**src/rtl/fsil_pkg.sv**
```systemverilog
// ----------------------------------------------------------------------------
// fsil_pkg - shared types for the finger sorted insert list
// codes, field widths and the control and link structs between top and cells
// ----------------------------------------------------------------------------
`default_nettype none

package fsil_pkg;

    localparam int MODE_BITS   = 2;
    localparam int KEY_BITS    = 32;
    localparam int STATUS_BITS = 2;

    typedef enum logic [MODE_BITS-1:0] {
        MODE_INSERT = 2'd0,
        MODE_DRAIN  = 2'd1,
        MODE_CLEAR  = 2'd2
    } t_mode;

    typedef enum logic [STATUS_BITS-1:0] {
        ST_ACCEPTED = 2'd0,
        ST_DROPPED  = 2'd1,
        ST_DRAINED  = 2'd2,
        ST_EMPTY    = 2'd3
    } t_status;

    // what every cell does at the next edge
    typedef enum logic [1:0] {
        CELL_HOLD,
        CELL_INSERT,
        CELL_SHIFT,
        CELL_CLEAR
    } t_cell_op;

    // new key against the key under the cursor
    typedef enum logic [1:0] {
        CMP_LT,
        CMP_EQ,
        CMP_GT
    } t_cmp;

    typedef struct packed {
        t_cell_op                   op;
        t_cmp                       cmp;
        logic signed [KEY_BITS-1:0] key;
    } t_cell_ctrl;

    // what a cell shows its neighbors
    typedef struct packed {
        logic signed [KEY_BITS-1:0] key;
        logic                       valid;
        logic                       eq;
        logic                       after;
    } t_link;

endpackage

`default_nettype wire

```
**src/rtl/fsil_cell.sv**
```systemverilog
// ----------------------------------------------------------------------------
// fsil_cell - one slot of the sorted list
// holds a key, a tag, an occupied flag and the cursor flag; decides locally
// whether its entry lands after a new key and moves toward its neighbors
// ----------------------------------------------------------------------------
`default_nettype none

module fsil_cell
    import fsil_pkg::*;
#(
    parameter int TAG_BITS = 16
) (
    input  wire logic                i_clk,
    input  wire logic                i_rst_n,
    input  wire t_cell_ctrl          i_ctrl,
    input  wire logic [TAG_BITS-1:0] i_new_tag,
    input  wire logic                i_past_cur,
    input  wire t_link               i_left,
    input  wire logic [TAG_BITS-1:0] i_left_tag,
    input  wire t_link               i_right,
    input  wire logic [TAG_BITS-1:0] i_right_tag,
    output t_link                    o_link,
    output logic [TAG_BITS-1:0]      o_tag,
    output logic                     o_cur
);

    logic signed [KEY_BITS-1:0] r_key;
    logic [TAG_BITS-1:0]        r_tag;
    logic                       r_valid;
    logic                       r_cur;

    logic w_gt;
    logic w_eq;
    logic w_goes_after;

    always_comb begin
        w_gt = r_valid && (r_key > i_ctrl.key);
        w_eq = r_valid && (r_key == i_ctrl.key);
        case (i_ctrl.cmp)
            // walking left: equal keys stay in front
            CMP_LT:  w_goes_after = w_gt;
            // walking right: only the first equal key stays in front
            CMP_GT:  w_goes_after = w_gt || (w_eq && i_left.eq);
            // same key as cursor: everything past the cursor moves
            CMP_EQ:  w_goes_after = w_gt || (w_eq && i_past_cur);
            default: w_goes_after = w_gt;
        endcase
    end

    assign o_link.key   = r_key;
    assign o_link.valid = r_valid;
    assign o_link.eq    = w_eq;
    assign o_link.after = w_goes_after || !r_valid;
    assign o_tag        = r_tag;
    assign o_cur        = r_cur;

    always_ff @(posedge i_clk) begin
        if (!i_rst_n) begin
            r_valid <= 1'b0;
            r_cur   <= 1'b0;
        end else begin
            case (i_ctrl.op)
                CELL_INSERT: begin
                    if (i_left.after) begin
                        r_key   <= i_left.key;
                        r_tag   <= i_left_tag;
                        r_valid <= i_left.valid;
                        r_cur   <= 1'b0;
                    end else if (o_link.after) begin
                        r_key   <= i_ctrl.key;
                        r_tag   <= i_new_tag;
                        r_valid <= 1'b1;
                        r_cur   <= 1'b1;
                    end else begin
                        r_cur   <= 1'b0;
                    end
                end
                CELL_SHIFT: begin
                    r_key   <= i_right.key;
                    r_tag   <= i_right_tag;
                    r_valid <= i_right.valid;
                    r_cur   <= 1'b0;
                end
                CELL_CLEAR: begin
                    r_valid <= 1'b0;
                    r_cur   <= 1'b0;
                end
                default: begin
                end
            endcase
        end
    end

endmodule

`default_nettype wire

```
**config.mk**
```make
export PLATFORM = sky130hd
export DESIGN_NAME = fsil_cell
export DESIGN_NICKNAME = d
export VERILOG_FILES = /design/src/rtl/fsil_pkg.sv /design/src/rtl/fsil_cell.sv
export SDC_FILE = /design/constraint.sdc
export NUM_CORES = 1
export LEC_CHECK = 0
export BUFFER_PORTS_ARGS = -buffer_cell sky130_fd_sc_hd__buf_2
export CAP_MARGIN = 10
export CORE_AREA = 3 3 94 96
export DETAILED_ROUTE_END_ITERATION = 7
export DIE_AREA = 0 0 97 99
export GPL_TIMING_DRIVEN = 1
export PLACE_DENSITY = 0.8
export SLEW_MARGIN = 25
export SYNTH_ARGS = -nofsm -noshare
export SYNTH_HDL_FRONTEND = slang
export SYNTH_SLANG_ARGS = --single-unit
```
**constraint.sdc**
```tcl
create_clock -name i_clk -period 4.1 [get_ports i_clk]
set_clock_uncertainty 0.2 [all_clocks]
set_input_delay 0.205 -clock i_clk [delete_from_list [all_inputs] [get_ports i_clk]]
set_output_delay 0.205 -clock i_clk [all_outputs]
set_load 0.005 [all_outputs]
```
==> results by group <==
Status
  – Status: finished clean

Yosys
  – Number of flops mapped to enable cells by yosys: 48
  – Post-synth ARST share: 0%
  – Avg Synthesized Cell Area: 9.929 um2
  – Post-Syn Area: 3535 um2
  – Synth top cells by count: nand2_1 (59), mux2i_1 (51), o21ai_0 (50)
  – Count of state elements after synthesis: 50
  – Main synth FF type: edfxtp_1
  – Synth cell types: 42
  – Top cell type's share of synthesized area: 40.78%
  – Most frequent cell after synthesis: nand2_1
  – Area contributors post-synth: edfxtp_1 (41%), mux2i_1 (14%), ha_1 (12%)
  – Syn Inst Count: 356
  – Syn. warnings: 0
  – Mapped Nets: 546
  – Seq/Total Area, Yosys: 41.91%
  – Leading area contributor after synthesis: edfxtp_1

Clocking
  – Clock transition at path regs: 0.10 ns
  – Clock latency at the later pin of the worst-skew pair: 0.30 ns
  – H-tree Lvls: 2
  – Bufs on Longest Clock Path: 2
  – Total CTS buffers: 5
  – Setup Buffers After CTS: 0
  – CTS root buf: clkbuf_8
  – Clock tree sinks: 50
  – CTS tree: done

Global routing
  – Total gr overflow: 0
  – Initial antenna violation count: 0
  – Vias in the first global route: 3678
  – First-pass GRT wire length: 16.95 mm
  – Largest net degree at the start of global routing: 98
  – GRT Util Overall: 21.46%

Timing
  – Tcrit/Tclk final: 80.96%
  – Final Setup Violations: 0
  – Hold Vio Cnt, Final: 0
  – RSZ-0062 raised after global routing: false
  – Fmax: 0.3013 GHz
  – Relative slew margins: 43.40%
  – Final Max Tran Viols: 0
  – Final critical-path required period: 3.319 ns
  – Worst-margin pin slew: 0.8489 ns
  – Sum Neg Setup Slack: 0 ns

Layout
  – Non-Filler Instances: 697
  – Share of post-route cells with drive strength above 1: 39.02%
  – Layout area overhead: 45.17%
  – Number of diodes: 0
  – Core Util, Final: 63.08%
  – Nets: 781

Worst setup path
  – Startpoint types: flip-flop
  – CP arrival: 3.12 ns
  – Crit path max fanout: 30
  – R2R Setup Slk: 0.78 ns
  – Crit path launch: r_key[27]
  – CP max stage cell: o221a_2
  – Cell Chain, Critical Path: ha_1 > nand4_1 > nor4_4 > nor3b_2 > a2111oi_2 > nor2_2 > o221a_2 > buf_12
  – Critical Path End Type: flip-flop
  – R2r endpoint: r_key[28]
  – Crit path required time: 3.90 ns
  – Cells on worst reg2reg path: 8
  – Slowest cell delay on critical path: 0.58 ns
  – FF-to-FF Start: r_key[27]
  – Crit Path Class: flip-flop to flip-flop

Floorplan
  – Initial Util: 43.45%
  – Die Wd: 97 um
  – Die Y: 99 um
  – Num ports: 209
  – CORE AREA: 8134 um2
  – Rows: 33
  – Die ar.: 9603 um2

Drt
  – Wire per inst: 15.11 um
  – TritonRoute pass-1 iters: 5
  – Drt drc: 0
  – DRT Wirelength: 10.53 mm
  – Met2 WL: 5.538 mm
  – 1st-iter DRT viols: 91
  – Top routing layer in use: met4
  – Final ANT Viol Nets: 0
  – Via/cell ratio: 5.100
  – WL met3: 812 um
  – WL met1: 3.907 mm
  – Vias: 3555

Run
  – Max cap viols: 0

Worst hold path
  – Min-Delay Path Class: input pin to flip-flop
  – Worst Hold Depth: 3
  – Hold worst-path end: r_key[13]
  – HP Start: i_right[16]

Pwr
  – Maximum vdd drop: 0.0001140 V
  – Power per cell area: 245.7 nW/um2
  – Static leakage: 2.530 nW

Placement
  – Input/output buffers: 206
  – Inst Count DP: 651
  – Final GP Congestion: 0.8425
  – Post-DP HPWL: 7.640 mm
[through the flow]
stage	power, mW	hold WS (ns)	worst slack [ns]	cell area (um2)
after floorplan	0.7887	0.08115	0.4622	3535
after global placement	0.9211	0.2538	0.8500	4656
after detailed placement	0.9367	0.2622	0.7576	4656
after CTS	1.271	0.0006579	0.7314	5121
after global routing	1.330	0.007225	0.5353	5131
final	1.260	0.005660	0.7808	5131
[where the power goes]
part           internal, mW  leakage [nW]  switching, mW  total [mW]
combinational         0.174          2.02          0.167       0.341
clock                 0.136        0.0472          0.170       0.306
sequential            0.600         0.468         0.0129       0.613
[repair_timing]
item,in CTS,in global routing
hold buffers,37,1
hold endpoints to repair,36,1
gates resized for setup,0,0
[cell type report]
class	count	area (um2)
clock buffer	6	82.58
clock inverter	2	12.51
fill	668	3003
inverter	36	135.1
multi-input combinational	251	1842
sequential	50	1481
tap	105	131.4
timing repair buffer	247	1446
[worst max-delay path by stage]
stage | end | slack, ns
detailed placement | r_key[27] | 0.76
CTS | r_key[27] | 0.73
global route | r_key[27] | 0.54
finish | r_key[28] | 0.78
global placement | r_key[27] | 0.85
floorplan | o_tag[0] | 0.46
[flip-flops by register name, summed over array words and instances, names as in the netlist]
signal / flops
r_valid: 1
o_cur: 1
o_tag: 16
r_key: 32
[cell usage in the layout (no fill, tap or decap), drive strengths merged, types with 4 or more instances in the layout]
master	n
mux2i	51
dlygate4sd3	38
nor4	5
a21oi	11
ha	33
buf	209
clkbuf	6
nor2b	4
o21ai	53
edfxtp	48
nand2	60
inv	36
nand4	8
nand3	5
[metal layers]
layer / vias to the layer above / GRT usage (%)
met3: 24 / 5.025
met5: - / 0
met2: 174 / 40.82
met4: 0 / 7.451
li1: 1753 / -
met1: 1604 / 23.19
[cells by family after synthesis]
group / synth area share (%)
multiplexers: 14.44
flip-flops: 41.91
AND/OR/NAND/NOR: 13.13
buffers and inverters: 6.194
AO/OA/AOI/OAI: 12.64
adder cells (fa/ha/maj): 11.68
[worst max-delay path: cells and delay by family, from the launching register on]
kind / cells / cell delay, ns
fa+ha+maj: 1 / 0.32
buf+inv: 1 / 0.27
simple gates: 4 / 1.12
compound gates: 2 / 0.67
flops: 1 / 0.40
Note: power is estimated with default switching activity, not from simulation.
